--- src/bpa_pkg.sv ---
`default_nettype none
package bpa_pkg;

  localparam int MAX_PAGES_DEF = 32768;
  localparam int TOP_RANK_DEF  = 16;
  localparam int LINK_W        = 16;
  localparam int RANK_W        = 5;
  localparam int ADDR_W        = 27;
  localparam int VALUE_W       = 16;
  localparam int FUNC_W        = 3;
  localparam int STATUS_W      = 2;
  localparam int PAGE_SHIFT    = 12;

  localparam logic [LINK_W-1:0] NO_BLOCK = 16'hFFFF;

  localparam logic [FUNC_W-1:0] FN_INIT  = 3'd0;
  localparam logic [FUNC_W-1:0] FN_ALLOC = 3'd1;
  localparam logic [FUNC_W-1:0] FN_FREE  = 3'd2;
  localparam logic [FUNC_W-1:0] FN_QUERY = 3'd3;
  localparam logic [FUNC_W-1:0] FN_COUNT = 3'd4;

  localparam logic [STATUS_W-1:0] ST_OK      = 2'd0;
  localparam logic [STATUS_W-1:0] ST_INVAL   = 2'd1;
  localparam logic [STATUS_W-1:0] ST_NOSPACE = 2'd2;

  // one write and one read port per store
  typedef struct packed {
    logic              link_we;
    logic [LINK_W-1:0] link_waddr;
    logic [LINK_W-1:0] link_wdata;
    logic [LINK_W-1:0] link_raddr;
    logic              mark_we;
    logic [LINK_W-1:0] mark_waddr;
    logic [RANK_W-1:0] mark_wdata;
    logic [LINK_W-1:0] mark_raddr;
  } mem_req_t;

  // pages in a block of rank r (r >= 1)
  function automatic logic [LINK_W-1:0] blk_pages(input logic [RANK_W-1:0] r);
    logic [RANK_W-1:0] sh;
    sh = r - RANK_W'(1);
    return LINK_W'(1) << sh;
  endfunction

endpackage
`default_nettype wire

--- src/bpa_core.sv ---
`default_nettype none
module bpa_core import bpa_pkg::*; #(
  parameter int MAX_PAGES = MAX_PAGES_DEF,
  parameter int TOP_RANK  = TOP_RANK_DEF
) (
  input  wire logic                clk_i,
  input  wire logic                rst_ni,
  input  wire logic                in_valid_i,
  output logic                     in_ready_o,
  input  wire logic [FUNC_W-1:0]   in_func_i,
  input  wire logic [RANK_W-1:0]   in_rank_i,
  input  wire logic [ADDR_W-1:0]   in_addr_i,
  input  wire logic [LINK_W-1:0]   region_size_i,
  output logic                     res_valid_o,
  input  wire logic                res_ready_i,
  output logic      [STATUS_W-1:0] res_status_o,
  output logic      [ADDR_W-1:0]   res_offs_o,
  output logic      [VALUE_W-1:0]  res_value_o,
  output mem_req_t                 mem_req_o,
  input  wire logic [LINK_W-1:0]   link_rdata_i,
  input  wire logic [RANK_W-1:0]   mark_rdata_i
);

  localparam int RW = (TOP_RANK > 1) ? $clog2(TOP_RANK) : 1;

  typedef enum logic [17:0] {
    S_CLEAR  = 18'h00001,
    S_IDLE   = 18'h00002,
    S_DISP   = 18'h00004,
    S_ASCAN  = 18'h00008,
    S_APOP   = 18'h00010,
    S_ASPLIT = 18'h00020,
    S_MARK   = 18'h00040,
    S_FCHK   = 18'h00080,
    S_FMERGE = 18'h00100,
    S_TWALK  = 18'h00200,
    S_TSTEP  = 18'h00400,
    S_QCHK   = 18'h00800,
    S_QLIST  = 18'h01000,
    S_QWALK  = 18'h02000,
    S_QSTEP  = 18'h04000,
    S_CLIST  = 18'h08000,
    S_CWALK  = 18'h10000,
    S_RESP   = 18'h20000
  } state_e;

  state_e            state_q, state_d;
  logic [FUNC_W-1:0] func_q, func_d;
  logic [RANK_W-1:0] rank_q, rank_d;
  logic [ADDR_W-1:0] addr_q, addr_d;
  logic [RANK_W-1:0] cur_q, cur_d;
  logic [LINK_W-1:0] blk_q, blk_d;
  logic [LINK_W-1:0] ptr_q, ptr_d;
  logic [LINK_W-1:0] prev_q, prev_d;
  logic [LINK_W-1:0] buddy_q, buddy_d;
  logic [LINK_W-1:0] cnt_q, cnt_d;
  logic [LINK_W-1:0] msz_q, msz_d;
  logic [RANK_W-1:0] mval_q, mval_d;
  logic [LINK_W-1:0] active_q, active_d;
  logic              rinit_q, rinit_d;
  logic [STATUS_W-1:0] st_q, st_d;
  logic [ADDR_W-1:0]   offs_q, offs_d;
  logic [VALUE_W-1:0]  val_q, val_d;
  logic [LINK_W-1:0]   head_q [TOP_RANK];

  logic              head_we, head_init;
  logic [LINK_W-1:0] head_wdata, head_rd;
  logic [RANK_W-1:0] hidx;
  logic [RW-1:0]     hi;
  logic [LINK_W-1:0] page16, sz_cur, n_sat, split_p, mark_p;
  logic [RANK_W-1:0] init_top;
  logic              page_in, rank_ok;
  mem_req_t          req;

  function automatic logic ok(input logic [LINK_W-1:0] x);
    return 32'(x) < MAX_PAGES;
  endfunction

  // largest rank whose block fits in n pages
  function automatic logic [RANK_W-1:0] top_of(input logic [LINK_W-1:0] n);
    logic [RANK_W-1:0] t;
    t = RANK_W'(1);
    for (int k = 1; k < TOP_RANK; k++) begin
      if ((32'd1 << k) <= 32'(n)) t = t + RANK_W'(1);
    end
    return t;
  endfunction

  assign page16   = LINK_W'(addr_q[ADDR_W-1:PAGE_SHIFT]);
  assign page_in  = page16 < active_q;
  assign rank_ok  = (rank_q != '0) && (rank_q <= RANK_W'(TOP_RANK));
  assign hidx     = (state_q == S_ASPLIT) ? cur_q - RANK_W'(1) : cur_q;
  assign hi       = RW'(hidx - RANK_W'(1));
  assign head_rd  = head_q[hi];
  assign sz_cur   = blk_pages(cur_q);
  assign n_sat    = (32'(region_size_i) > MAX_PAGES) ? LINK_W'(MAX_PAGES) : region_size_i;
  assign init_top = top_of(n_sat);
  assign split_p  = blk_q + blk_pages(cur_q - RANK_W'(1));
  assign mark_p   = blk_q + cnt_q;

  always_comb begin
    state_d = state_q;  func_d = func_q;   rank_d = rank_q;  addr_d = addr_q;
    cur_d = cur_q;      blk_d = blk_q;     ptr_d = ptr_q;    prev_d = prev_q;
    buddy_d = buddy_q;  cnt_d = cnt_q;     msz_d = msz_q;    mval_d = mval_q;
    active_d = active_q; rinit_d = rinit_q;
    st_d = st_q;        offs_d = offs_q;   val_d = val_q;
    head_we = 1'b0;     head_init = 1'b0;  head_wdata = '0;
    req = '0;
    req.link_raddr = ptr_q;
    req.mark_raddr = page16;
    in_ready_o  = 1'b0;
    res_valid_o = 1'b0;

    unique case (state_q)
      S_CLEAR: begin
        req.mark_we    = 1'b1;
        req.mark_waddr = cnt_q;
        cnt_d = cnt_q + LINK_W'(1);
        if (cnt_q == LINK_W'(MAX_PAGES - 1)) begin
          cnt_d   = '0;
          state_d = rinit_q ? S_RESP : S_IDLE;
        end
      end
      S_IDLE: begin
        in_ready_o = 1'b1;
        if (in_valid_i) begin
          func_d  = in_func_i;
          rank_d  = in_rank_i;
          addr_d  = in_addr_i;
          state_d = S_DISP;
        end
      end
      S_DISP: begin
        st_d = ST_INVAL; offs_d = '0; val_d = '0;
        cur_d = rank_q;
        state_d = S_RESP;
        unique case (func_q)
          FN_INIT: begin
            if (region_size_i != '0) begin
              active_d       = n_sat;
              head_init      = 1'b1;
              req.link_we    = 1'b1;
              req.link_waddr = '0;
              req.link_wdata = NO_BLOCK;
              cnt_d   = '0;
              rinit_d = 1'b1;
              st_d    = ST_OK;
              state_d = S_CLEAR;
            end
          end
          FN_ALLOC: if (rank_ok) state_d = S_ASCAN;
          FN_FREE:  if (page_in) state_d = S_FCHK;
          FN_QUERY: if (page_in) state_d = S_QCHK;
          FN_COUNT: if (rank_ok) state_d = S_CLIST;
          default: ;
        endcase
      end
      S_ASCAN: begin
        if (cur_q > RANK_W'(TOP_RANK)) begin
          st_d = ST_NOSPACE;
          state_d = S_RESP;
        end else if (ok(head_rd)) begin
          blk_d = head_rd;
          req.link_raddr = head_rd;
          state_d = S_APOP;
        end else begin
          cur_d = cur_q + RANK_W'(1);
        end
      end
      S_APOP: begin
        head_we = 1'b1; head_wdata = link_rdata_i;
        state_d = S_ASPLIT;
      end
      S_ASPLIT: begin
        if (cur_q > rank_q) begin
          if (ok(split_p)) begin
            req.link_we = 1'b1; req.link_waddr = split_p; req.link_wdata = head_rd;
            head_we = 1'b1; head_wdata = split_p;
          end
          cur_d = cur_q - RANK_W'(1);
        end else begin
          msz_d = blk_pages(rank_q); mval_d = rank_q; cnt_d = '0;
          state_d = S_MARK;
        end
      end
      S_MARK: begin
        if (ok(mark_p)) begin
          req.mark_we = 1'b1; req.mark_waddr = mark_p; req.mark_wdata = mval_q;
        end
        cnt_d = cnt_q + LINK_W'(1);
        if (cnt_q == msz_q - LINK_W'(1)) begin
          if (func_q == FN_ALLOC) begin
            st_d    = ST_OK;
            offs_d  = {blk_q[ADDR_W-PAGE_SHIFT-1:0], PAGE_SHIFT'(0)};
            state_d = S_RESP;
          end else begin
            state_d = S_FMERGE;
          end
        end
      end
      S_FCHK: begin
        if (mark_rdata_i != '0 && mark_rdata_i <= RANK_W'(TOP_RANK) &&
            addr_q[PAGE_SHIFT-1:0] == '0 &&
            (page16 & (blk_pages(mark_rdata_i) - LINK_W'(1))) == '0) begin
          blk_d = page16; cur_d = mark_rdata_i;
          msz_d = blk_pages(mark_rdata_i); mval_d = '0; cnt_d = '0;
          state_d = S_MARK;
        end else begin
          state_d = S_RESP;
        end
      end
      S_FMERGE: begin
        if (cur_q < RANK_W'(TOP_RANK)) begin
          buddy_d = blk_q ^ sz_cur;
          ptr_d   = head_rd;
          prev_d  = NO_BLOCK;
          state_d = S_TWALK;
        end else begin
          req.link_we = 1'b1; req.link_waddr = blk_q; req.link_wdata = head_rd;
          head_we = 1'b1; head_wdata = blk_q;
          st_d = ST_OK; state_d = S_RESP;
        end
      end
      S_TWALK: begin
        if (!ok(ptr_q)) begin
          // buddy not free: park the merged block here
          req.link_we = 1'b1; req.link_waddr = blk_q; req.link_wdata = head_rd;
          head_we = 1'b1; head_wdata = blk_q;
          st_d = ST_OK; state_d = S_RESP;
        end else begin
          state_d = S_TSTEP;
        end
      end
      S_TSTEP: begin
        if (ptr_q == buddy_q) begin
          if (prev_q == NO_BLOCK) begin
            head_we = 1'b1; head_wdata = link_rdata_i;
          end else begin
            req.link_we = 1'b1; req.link_waddr = prev_q; req.link_wdata = link_rdata_i;
          end
          if (buddy_q < blk_q) blk_d = buddy_q;
          cur_d   = cur_q + RANK_W'(1);
          state_d = S_FMERGE;
        end else begin
          prev_d = ptr_q; ptr_d = link_rdata_i;
          state_d = S_TWALK;
        end
      end
      S_QCHK: begin
        if (mark_rdata_i != '0) begin
          val_d = VALUE_W'(mark_rdata_i); st_d = ST_OK; state_d = S_RESP;
        end else begin
          cur_d = RANK_W'(TOP_RANK); state_d = S_QLIST;
        end
      end
      S_QLIST: begin
        ptr_d = head_rd; state_d = S_QWALK;
      end
      S_QWALK: begin
        if (!ok(ptr_q)) begin
          if (cur_q == RANK_W'(1)) begin
            state_d = S_RESP;
          end else begin
            cur_d = cur_q - RANK_W'(1); state_d = S_QLIST;
          end
        end else if (page16 >= ptr_q &&
                     {1'b0, page16} < ({1'b0, ptr_q} + {1'b0, sz_cur})) begin
          val_d = VALUE_W'(cur_q); st_d = ST_OK; state_d = S_RESP;
        end else begin
          state_d = S_QSTEP;
        end
      end
      S_QSTEP: begin
        ptr_d = link_rdata_i; state_d = S_QWALK;
      end
      S_CLIST: begin
        ptr_d = head_rd; cnt_d = '0; state_d = S_CWALK;
      end
      S_CWALK: begin
        if (ok(ptr_q) && 32'(cnt_q) < MAX_PAGES) begin
          cnt_d = cnt_q + LINK_W'(1); state_d = S_QSTEP;
        end else begin
          val_d = cnt_q; st_d = ST_OK; state_d = S_RESP;
        end
      end
      S_RESP: begin
        res_valid_o = 1'b1;
        if (res_ready_i) state_d = S_IDLE;
      end
      default: state_d = S_IDLE;
    endcase

    // count walk reuses the query step state; return to the count loop
    if (state_q == S_QSTEP && func_q == FN_COUNT) state_d = S_CWALK;
  end

  assign mem_req_o    = req;
  assign res_status_o = st_q;
  assign res_offs_o   = offs_q;
  assign res_value_o  = val_q;

  always_ff @(posedge clk_i or negedge rst_ni) begin
    if (!rst_ni) begin
      state_q  <= S_CLEAR;
      cnt_q    <= '0;
      active_q <= '0;
      rinit_q  <= 1'b0;
      for (int k = 0; k < TOP_RANK; k++) head_q[k] <= NO_BLOCK;
    end else begin
      state_q  <= state_d;
      cnt_q    <= cnt_d;
      active_q <= active_d;
      rinit_q  <= rinit_d;
      if (head_init) begin
        for (int k = 0; k < TOP_RANK; k++) begin
          head_q[k] <= (k == int'(init_top) - 1) ? '0 : NO_BLOCK;
        end
      end else if (head_we) begin
        head_q[hi] <= head_wdata;
      end
    end
  end

  always_ff @(posedge clk_i) begin
    func_q <= func_d;   rank_q <= rank_d;   addr_q <= addr_d;
    cur_q <= cur_d;     blk_q <= blk_d;     ptr_q <= ptr_d;
    prev_q <= prev_d;   buddy_q <= buddy_d; msz_q <= msz_d;
    mval_q <= mval_d;   st_q <= st_d;       offs_q <= offs_d;
    val_q <= val_d;
  end

endmodule
`default_nettype wire

--- config.mk ---
export PLATFORM = sky130hd
export DESIGN_NAME = bpa_core
export DESIGN_NICKNAME = d
export VERILOG_FILES = /design/src/bpa_pkg.sv /design/src/bpa_core.sv
export SDC_FILE = /design/constraint.sdc
export NUM_CORES = 1
export LEC_CHECK = 0
export BUFFER_PORTS_ARGS = -buffer_cell sky130_fd_sc_hd__buf_2
export CELL_PAD_IN_SITES_DETAIL_PLACEMENT = 2
export CELL_PAD_IN_SITES_GLOBAL_PLACEMENT = 2
export CORE_ASPECT_RATIO = 0.6
export CORE_MARGIN = 10
export CORE_UTILIZATION = 35
export CTS_BUF_LIST = sky130_fd_sc_hd__clkbuf_4 sky130_fd_sc_hd__clkbuf_8
export CTS_CLUSTER_SIZE = 8
export DETAILED_ROUTE_END_ITERATION = 6
export GPL_TIMING_DRIVEN = 0
export PLACE_DENSITY_LB_ADDON = 0.08
export SLEW_MARGIN = 20
export SYNTH_ARGS = -nofsm -noshare
export SYNTH_HDL_FRONTEND = slang
export SYNTH_SLANG_ARGS = --single-unit
--- constraint.sdc ---
create_clock -name clk_i -period 18.1 [get_ports clk_i]
set_input_delay 4.525 -clock clk_i [delete_from_list [all_inputs] [get_ports clk_i]]
set_output_delay 4.525 -clock clk_i [all_outputs]
set_load 0.005 [all_outputs]
**Word-level counts from Yosys, hierarchy flattened**

Index checks and enable logic that the tools add are counted.
W data, S select, Z words.

- Bits in registers: 477
- Word-level logic and storage cells: 367
- Output and inout port bits: 134

- Eq/ne operators: 73
- Reduce and logical (&&, ||, !) cells: 40
- Shift operators: 4
- Multiplexer cells: 155
- Add/subtract/negate cells: 27
- Bitwise gates (word level): 3
- Order comparisons: 32

Operator list:

| operator | count |
|---|---|
| $mux W16 | 50 |
| $mux W256 | 2 |
| $mux W18 | 23 |
| $pmux W18 S17 | 1 |
| $mux W33 | 8 |
| $bwmux W256 | 1 |
| $pmux W33 S5 | 1 |
| $pmux W16 S4 | 2 |
| $mux W5 | 25 |
| $pmux W16 S7 | 1 |
| $pmux W18 S5 | 1 |
| $lt A16 B16 Y1 const B | 5 |
| $pmux W16 S5 | 1 |
| $add A5 B1 Y5 const B | 15 |
| $bmux W16 S4 | 1 |
| $demux W16 S4 | 1 |
| $pmux W16 S2 | 2 |
| $shl A1 B5 Y16 const A | 4 |
| $mux W27 | 2 |
| $pmux W27 S2 | 1 |
| $eq A5 B6 Y1 const A | 8 |
| $pmux W16 S3 | 1 |
| $ne A2 B2 Y1 const B | 23 |
| $pmux W5 S7 | 1 |
| 96 further kinds | 154 |

**Longest topological paths before layout**

Gate-level depths: netlist (run 1).

- Depth after elaboration: 36
- Mapped depth: 54
- Depth with buffers taken out: 51

**Least setup slack after synthesis (run 1)**

OpenSTA, ideal clock, no wires.

- Path kind: in2reg
- From: in region_size_i[14]
- To: reg head_q[83] (netlist name)
- Path slack: 3.661 ns
- Arrival time: 14.378 ns
- Setup time: 0.062 ns
- Buffers on the path: 4
- Stages: 50
- Path through: buf_2 -> nor4_2 -> o211a_1 -> buf_4 -> nand3_1 -> inv_1 -> nand2_1 -> fa_1 -> clkbuf_1 -> xnor2_1 -> inv_1 -> ha_1 -> inv_1 -> a21oi_1 -> ha_1 -> nand2_1 -> o21ai_0 -> nor2b_1 -> (+14 left out) -> o21a_1 -> nand2_1 -> ha_1 -> nor2_1 -> a31oi_1 -> ha_1 -> mux2_2 -> ha_1 -> nor2_1 -> a21oi_1 -> ha_1 -> nand2_1 -> xor2_1 -> xnor2_1 -> xnor2_1 -> o31ai_4 -> buf_4 -> nand2_1

- Word-level cells in the longest chain between the ends: 36
- Elaborated cells between the ends (all ways): 55

Ends and longest elaborated chain:

| element | line | RTL |
|---|---|---|
| start: declaration | bpa_core.sv:13 | `input wire logic [LINK_W-1:0] region_size_i,` |
| $gt A16 B16 Y1 | bpa_core.sv:96 | `assign n_sat = (32'(region_size_i) > MAX_PAGES) ? LINK_W'(MAX_PAGES) : region_size_i;` |
| $mux W16 | bpa_core.sv:96 |  |
| $le A2 B16 Y1 | bpa_core.sv:84 | `if ((32'd1 << k) <= 32'(n)) t = t + RANK_W'(1);` |
| $mux W2 | bpa_core.sv:84 |  |
| $add A5 B1 Y5 | bpa_core.sv:84 |  |
| $mux W5 | bpa_core.sv:84 |  |
| $add A5 B1 Y5 | bpa_core.sv:84 |  |
| $mux W5 | bpa_core.sv:84 |  |
| (+20 left out) | -- |  |
| $add A5 B1 Y5 | bpa_core.sv:84 |  |
| $mux W5 | bpa_core.sv:84 |  |
| $add A5 B1 Y5 | bpa_core.sv:84 |  |
| $mux W5 | bpa_core.sv:84 |  |
| $sub A5 B1 Y6 | bpa_core.sv:316 | `head_q[k] <= (k == int'(init_top) - 1) ? '0 : NO_BLOCK;` |
| $eq A5 B6 Y1 | bpa_core.sv:316 |  |
| $mux W16 | bpa_core.sv:316 |  |
| $mux W256 | bpa_core.sv:314 | `if (head_init) begin` |
| end signal: indexed assignment | bpa_core.sv:316 |  |
| end signal: indexed assignment | bpa_core.sv:319 | `head_q[hi] <= head_wdata;` |
| end: declaration | bpa_core.sv:64 | `logic [LINK_W-1:0] head_q [TOP_RANK];` |

Several ways; a longest one is shown, not always the timed one.
A chain may end at the register's enable or synchronous reset.

**Final worst setup path (run 1)**

- From: in region_size_i[14]
- To: reg head_q[183] (netlist name)

- Word-level cells in the longest chain between the ends: 36
- Elaborated cells between the ends (all ways): 55

Ends and longest elaborated chain:

| element | line |
|---|---|
| $gt A16 B16 Y1 | bpa_core.sv:96 |
| $mux W16 | bpa_core.sv:96 |
| $le A2 B16 Y1 | bpa_core.sv:84 |
| $mux W2 | bpa_core.sv:84 |
| $add A5 B1 Y5 | bpa_core.sv:84 |
| $mux W5 | bpa_core.sv:84 |
| $add A5 B1 Y5 | bpa_core.sv:84 |
| $mux W5 | bpa_core.sv:84 |
| (+20 left out) | -- |
| $add A5 B1 Y5 | bpa_core.sv:84 |
| $mux W5 | bpa_core.sv:84 |
| $add A5 B1 Y5 | bpa_core.sv:84 |
| $mux W5 | bpa_core.sv:84 |
| $sub A5 B1 Y6 | bpa_core.sv:316 |
| $eq A4 B6 Y1 | bpa_core.sv:316 |
| $mux W16 | bpa_core.sv:316 |
| $mux W256 | bpa_core.sv:314 |

Several ways; a longest one is shown, not always the timed one.

==> run_results.csv, run 1 <==
group,metric,value,unit
layout,seq_area,12700,µm²
global_route,grt_pass1_vias,29600,
floorplan,core-area,84000,µm²
critical_path,crit_top_cell,"ha_1",
floorplan,dieArea,97800,µm²
placed_design,numPortBuffers,192,
power_and_ir_drop,p_leak,14.8,nW
clock_network,cts-buffers-inserted,84,
sta,relSlewSlack,0.179,
sta,period_needed,16460,ps
power_and_ir_drop,peakVddDrop,0.0577,mV
synthesis,synthCells,3206,
placed_design,place_congestion,0.926,
routing,drc,0,
clock_network,cts_tree,"yes",
run,maxCapViolations,0,
routing,route.vias.total,28000,
placed_design,dp.final_hpwl,114,mm
critical_path,worstPathArrival,17110,ps
sta,worst_pin_slew,1220,ps
global_route,antenna_found_initial,13,
critical_path,critical_path_class,"input port to flip-flop",
layout,fill_cells,9191,
critical_path,worst_setup_path_end_kind,"flip-flop",
sta,fin_crit_sh,0.910,
global_route,grt_first_pass_wirelength,209,mm
clock_network,cts.clk_slew.worst_paths,70,ps
floorplan,die_x,397,µm
clock_network,postCtsSetupBuffers,0,
synthesis,ys_ff_latch,465,
sta,tns,0,ps
synthesis,ys_dominant_reg_cell,"dfstp_2",
sta,fmax,60.7,MHz
routing,postRouteAntennaNets,0,
sta,report.final.hold_viol_count,0,
synthesis,synth.avg_cell_area,9.32,µm²
floorplan,io_pins,210,
global_route,grt_usage,0.287,
synthesis,synth-edff-count,158,
routing,dr.pass1.iters,7,
global_route,gr-total-overflow,0,
clock_network,root_buffer,"clkbuf_8",
synthesis,syn-cell-area,29900,µm²
critical_path,slowest_delay,830,ps
critical_path,cp_slowest_cell,"nor4_2",
sta,finalClockSkew,45.6,ps
layout,fin_nets,3725,
synthesis,yosys.cell_types.count,95,
critical_path,cp.required,18750,ps
global_route,grt_max_degree,89,
placed_design,dp_slack,1080,ps
clock_network,cts.repair.resized,0,
sta,rsz0062_at_grt,"false",
routing,wl,144,mm
clock_network,hold_buffers,0,
layout,multi_input_comb_area,15800,µm²
synthesis,yosysWarnings,0,
layout,syn_to_final_growth,15.2,%
synthesis,synthArstFlopShare,0.660,
critical_path,startpoint_type,"input port",
routing,via_per_inst,5.94,
sta,final.setup.worst_slack,1640,ps
clock_network,clk_latency,770,ps
synthesis,yosysSeqAreaShare,0.427,
routing,drt-wirelength-per-cell,30.5,µm
layout,drive_gt1_frac,0.224,
floorplan,start_util,0.356,
sta,slew_viol_final,0,
power_and_ir_drop,p_per_area,138,nW/µm²
outcome,status,"finished clean",
sta,finalSetupViolCount,0,
clock_network,cts.sinks,465,
clock_network,cts.htree.levels,3,
critical_path,worstPathMaxFanout,10,
floorplan,die_h,246,µm
floorplan,rows,82,
routing,drt_iter0_drc,2525,
clock_network,clock_path_buffers,3,
hold_path,worst_hold_path_type,"flip-flop to flip-flop",
-- stage by stage --
stage / util / cell area (µm²) / hold slack [ps] / total power, mW / cells
6_report: 0.410 / 34400 / 485 / 4.74 / 4712
5_1_grt: 0.409 / 34400 / 498 / 5.00 / 4707
4_1_cts: 0.409 / 34400 / 490 / 4.72 / 4705
3_5_place_dp: 0.387 / 32500 / 475 / 3.56 / 4553
3_3_place_gp: 0.384 / 32300 / 468 / 3.44 / 4544
2_1_floorplan: - / 29900 / 450 / 2.85 / 3218
-- cells in the final DEF, fill, tap and decap left out, types with 13 or more instances in the layout --
master,netlist,routed
a21o_1,38,38
a21oi_1,172,171
a22oi_1,145,145
and2_1,50,49
and3_1,54,54
buf_2,9,200
buf_4,38,39
clkbuf_1,164,161
clkbuf_4,0,22
clkbuf_8,0,103
conb_1,1,13
dfrtp_1,50,50
dfstp_2,257,257
edfxtp_1,158,158
ha_1,140,140
inv_1,109,109
mux2i_1,21,20
mux4_2,64,64
nand2_1,615,615
nand2b_1,37,37
nand3_1,93,93
nand4_1,17,17
nor2_1,209,207
nor2b_1,32,31
nor3_1,38,37
nor4_1,29,27
o211ai_1,20,20
o21ai_0,228,228
o21bai_1,19,18
o22ai_1,17,17
or2_2,13,13
xnor2_1,90,89
xor2_1,51,50
-- per-layer routing --
layer  global-route usage  share of wire  vias up  wire, µm
li1                     -              -    12000         -
met1                0.426           0.48    14600     68500
met2                0.384           0.39     1157     56100
met3                0.108           0.11      200     16200
met4               0.0704          0.022        6      3140
met5                    0        0.00027        -        39
-- cell usage after synthesis (all sizes together), types with 19 or more instances --
master / number / area, µm²
inv: 109 / 409
edfxtp: 158 / 4740
xnor2: 93 / 848
a21oi: 172 / 861
and2: 50 / 313
mux4: 64 / 1440
nor4: 30 / 194
o21ai: 234 / 1180
nor3: 38 / 190
nand2: 626 / 2380
and3: 54 / 338
nor2b: 32 / 200
a22oi: 147 / 1120
dfstp: 257 / 6750
clkbuf: 164 / 616
ha: 140 / 1750
buf: 60 / 394
nand3: 93 / 465
nor2: 209 / 785
xor2: 53 / 479
dfrtp: 50 / 1250
o31ai: 24 / 333
o21bai: 19 / 143
o211ai: 20 / 150
a21o: 38 / 285
nand2b: 37 / 231
mux2i: 22 / 224
-- worst max-delay path, delay by kind of cell --
kind / cells / cell delay [ps]
buffers and inverters: 8 / 1750
AO/OA/AOI/OAI: 12 / 2970
AND/OR/NAND/NOR: 15 / 2570
adder cells (fa/ha/maj): 12 / 4360
XOR/XNOR: 1 / 290
multiplexers: 3 / 630
-- flip-flops by register name (all words and copies together) (netlist names), 15 cells and up --
name and count:
ptr_q 16, blk_q 16, res_value_o 16, cnt_q 16, prev_q 16, state_q 18, active_q 16, head_q 256
addr_q 27, msz_q 16, buddy_q 16, res_offs_o 15
-- worst paths after layout --
kind                       cells after the start  slack, ps     endpoint               from
setup / recovery                              51       1640  head_q[183]  region_size_i[14]
min in group asynchronous                      1       3740  active_q[0]             rst_ni
hold reg to reg                                2        490  active_q[5]        active_q[5]
hold / removal                                 2        490  active_q[5]        active_q[5]
setup reg to reg                              27       7770  head_q[196]           cur_q[0]
max in group asynchronous                      3      13000   head_q[58]             rst_ni
-- power breakdown --
group	switching, mW	leakage (nW)	internal [mW]
Combinational	1.04	8.97	0.633
Clock	0.524	0.979	0.620
Sequential	0.266	4.86	1.66
Total	1.83	14.8	2.91
-- cell type report --
cell class,count,share of cell area
buffer,224,0.0296
tap,1134,0.0412
clock inverter,27,0.00738
timing repair buffer,201,0.0327
multi-input combinational,2420,0.460
inverter,109,0.0119
clock buffer,125,0.0460
antenna,7,0.000509
sequential,465,0.370
-- cells by family (layout without fill, tap and decap cells) --
kind of cell	Yosys count	after routing	share of synthesized area
AOI/OAI and AO/OA	770	770	0.169
and+or+nand+nor	1253	1253	0.191
adders and majority gates	145	145	0.0616
xor gates and xnor gates	149	149	0.0468
DFF	465	465	0.427
muxes	90	90	0.0572
buffers and inverters	333	686	0.0475
other	1	20	0.000126
(Power assumes the default switching activity.)
==> inputs of run 2 (changes only) <==
==> constraint.sdc (replaced) <==
create_clock -name clk_i -period 14.6 [get_ports clk_i]
set_input_delay 3.65 -clock clk_i [delete_from_list [all_inputs] [get_ports clk_i]]
set_output_delay 3.65 -clock clk_i [all_outputs]
set_load 0.005 [all_outputs]
==> run_results.csv, run 2 (synthesis results as in run 1) <==
group,metric,value,unit
outcome,status,"finished clean",
critical_path,cp_slowest_cell,"o21ai_0",
sta,worst_pin_slew,1210,ps
power_and_ir_drop,power.switching,2.28,mW
clock_network,clock_path_buffers,3,
clock_network,root_buffer,"clkbuf_8",
clock_network,clk_latency,780,ps
power_and_ir_drop,p_int,3.62,mW
routing,drt_iter0_drc,2696,
clock_network,cts-buffers-inserted,84,
routing,wl_met1,69.4,mm
layout,layout.cells.non_filler,4726,
power_and_ir_drop,swShare,0.387,
sta,period_needed,13860,ps
clock_network,hold_buffers,0,
power_and_ir_drop,pwr-share-comb,0.356,
critical_path,slowest_delay,950,ps
floorplan,io_pins,210,
power_and_ir_drop,seq_power_share,0.404,
placed_design,dp.cells,4553,
layout,reg_top3,"head_q: 256 flops, addr_q: 27 flops, state_q: 18 flops",
clock_network,cts.clk_slew.worst_paths,60,ps
sta,fmax,72.1,MHz
critical_path,worstPathArrival,10210,ps
global_route,grt_max_degree,89,
layout,fill_cells,9166,
layout,multi_input_comb_area,16000,µm²
sta,report.final.hold_viol_count,0,
layout,drive_gt1_frac,0.232,
layout,seq_area,12700,µm²
floorplan,core-area,84000,µm²
critical_path,critPathTopFamily,"compound AO/OA/AOI/OAI gates",
placed_design,numPortBuffers,192,
critical_path,worst_setup_path_end_kind,"primary output",
critical_path,r2r_start,"cur_q[0]",
layout,syn_to_final_growth,16.2,%
critical_path,worstPathMaxFanout,10,
sta,fin_crit_sh,0.949,
sta,relSlewSlack,0.181,
power_and_ir_drop,pwr-share-clk,0.240,
power_and_ir_drop,finalPower,5.90,mW
clock_network,cts.sinks,465,
routing,routed.top_layer,"met5",
critical_path,crit_top_cell,"o21ai_0",
hold_path,hold_start,"active_q[2]",
floorplan,dieArea,97800,µm²
global_route,grt_usage,0.287,
placed_design,dpl-instance-area,32500,µm²
routing,drt-wirelength-per-cell,30.7,µm
layout,design_area,34700,µm²
layout,final_util,0.413,
floorplan,start_util,0.356,
global_route,antenna_found_initial,13,
power_and_ir_drop,p_leak,14.9,nW
critical_path,startpoint,"cur_q[0]",
routing,dr_wl_met2,56.7,mm
critical_path,startpoint_type,"flip-flop",
sta,finalSetupViolCount,0,
layout,layout_common_cells,"nand2_1 (614), dfstp_2 (257), o21ai_0 (227), nor2_1 (207), buf_2 (200)",
sta,finalClockSkew,46.5,ps
placed_design,dp.final_hpwl,114,mm
critical_path,critical_path_class,"flip-flop to primary output",
global_route,grt_pass1_vias,29600,
routing,drc,0,
global_route,grt_first_pass_wirelength,209,mm
clock_network,cts.htree.levels,3,
layout,fin_nets,3741,
routing,via_per_inst,5.93,
global_route,gr-total-overflow,0,
floorplan,die_h,246,µm
floorplan,rows,82,
routing,wl,145,mm
floorplan,die_x,397,µm
critical_path,cp_num_buf_inv,4,
sta,slew_viol_final,0,
routing,dr.pass1.iters,7,
layout,regMostFlops,"head_q",
critical_path,cp.required,10950,ps
power_and_ir_drop,peakVddDrop,0.0719,mV
layout,largest_register_ffs,256,
layout,layout_commonest_cell,"nand2_1",
routing,postRouteAntennaNets,0,
hold_path,worst_hold_path_type,"flip-flop to flip-flop",
routing,dr_wl_met3,15.7,mm
placed_design,place_congestion,0.926,
clock_network,cts_tree,"yes",
critical_path,cp_cell_sequence,"clkbuf_1 -> inv_1 -> ha_1 -> nor3b_1 -> xnor2_1 -> nand2_1 -> o21ai_0 -> a21oi_1 -> nor2_1 -> and2_1 -> ha_1 -> a21o_1 -> a21oi_1 -> o21bai_1 -> a2111oi_0 -> o311ai_0 -> a2111oi_1 -> o21ai_0 -> a21oi_2 -> nor2_1 -> clkbuf_1 -> o21ai_0 -> buf_2",
power_and_ir_drop,p_per_area,170,nW/µm²
run,maxCapViolations,0,
routing,route.vias.total,28000,
[run 2: changes by cell type in the layout (fill, tap and decap cells not counted), moves of 2 or more]
cell	delta
diode_2	-2
a31oi_2	+2
o31ai_2	-3
o21ai_4	+2
nor4_1	-2
nor4_4	+2
o31ai_4	+3
xnor2_1	-2
buf_12	+3
xnor2_2	+2
buf_4	+15
a31oi_1	-2
o21ai_2	-2
clkbuf_1	-3
[run 2: routing by layer]
metal,global-route usage,vias up
met1,0.426,14700
li1,-,12000
met4,0.0704,6
met5,0,-
met3,0.109,192
met2,0.384,1099
[run 2: worst reg2reg max path, cell delays in order, from the launching register on]
cell and delay, ps:
edfxtp_1 540, clkbuf_1 320, inv_1 300, ha_1 290
nor3b_1 570, xnor2_1 230, nand2_1 330, o21ai_0 160
a21oi_1 530, nor2_1 160, and2_1 240, ha_1 280
a21o_1 170, a21oi_1 300, o21bai_1 250, a2111oi_0 570
o311ai_0 490, a2111oi_1 940, o21ai_0 220, a21oi_2 610
nor3_1 300, or2_2 350, clkbuf_1 240, nor3b_1 380
clkbuf_1 570, clkbuf_1 710, a21oi_1 180, nand2_1 130
[run 2: cell type report]
type | count | area share
antenna | 5 | 0.000360
buffer | 222 | 0.0292
clock buffer | 125 | 0.0456
clock inverter | 27 | 0.00732
inverter | 109 | 0.0118
multi-input combinational | 2420 | 0.460
sequential | 465 | 0.367
tap | 1134 | 0.0409
timing repair buffer | 219 | 0.0374
[run 2: final timing paths]
check	depth (start not counted)	slack (ps)	endpoint
setup reg to reg	27	4160	head_q[196]
hold reg to reg	2	480	active_q[2]
setup / recovery	23	740	mem_req_o[68]
max in group asynchronous	3	10380	head_q[58]
hold / removal	2	480	active_q[2]
min in group asynchronous	1	2860	active_q[0]
[run 2: power groups by stage]
stage | registers [mW] | clock network [mW] | logic, mW
after floorplan | 2.22 | 0 | 1.32
after global placement | 2.36 | 0 | 1.90
after detailed placement | 2.39 | 0 | 2.03
after CTS | 2.37 | 1.44 | 2.05
after global routing | 2.43 | 1.50 | 2.29
final | 2.38 | 1.42 | 2.10
[run 2: per-stage QoR]
| step | setup TNS [ps] | hold slack [ps] | setup slack [ps] |
|---|---|---|---|
| final | 0 | 484 | 739 |
| after global routing | -69.3 | 498 | -25.4 |
| after CTS | 0 | 490 | 38.8 |
| after detailed placement | -245320 | 475 | -1540 |
| after global placement | -122840 | 468 | -876 |
| after floorplan | 0 | 450 | 1040 |
[run 2: timing repair]
action | in CTS | in global routing
gates cloned | 0 | 0
resized for setup | 10 | 12
buffers inserted | 0 | 18
setup endpoints to repair | 195 | 256
pin swaps | 0 | 12
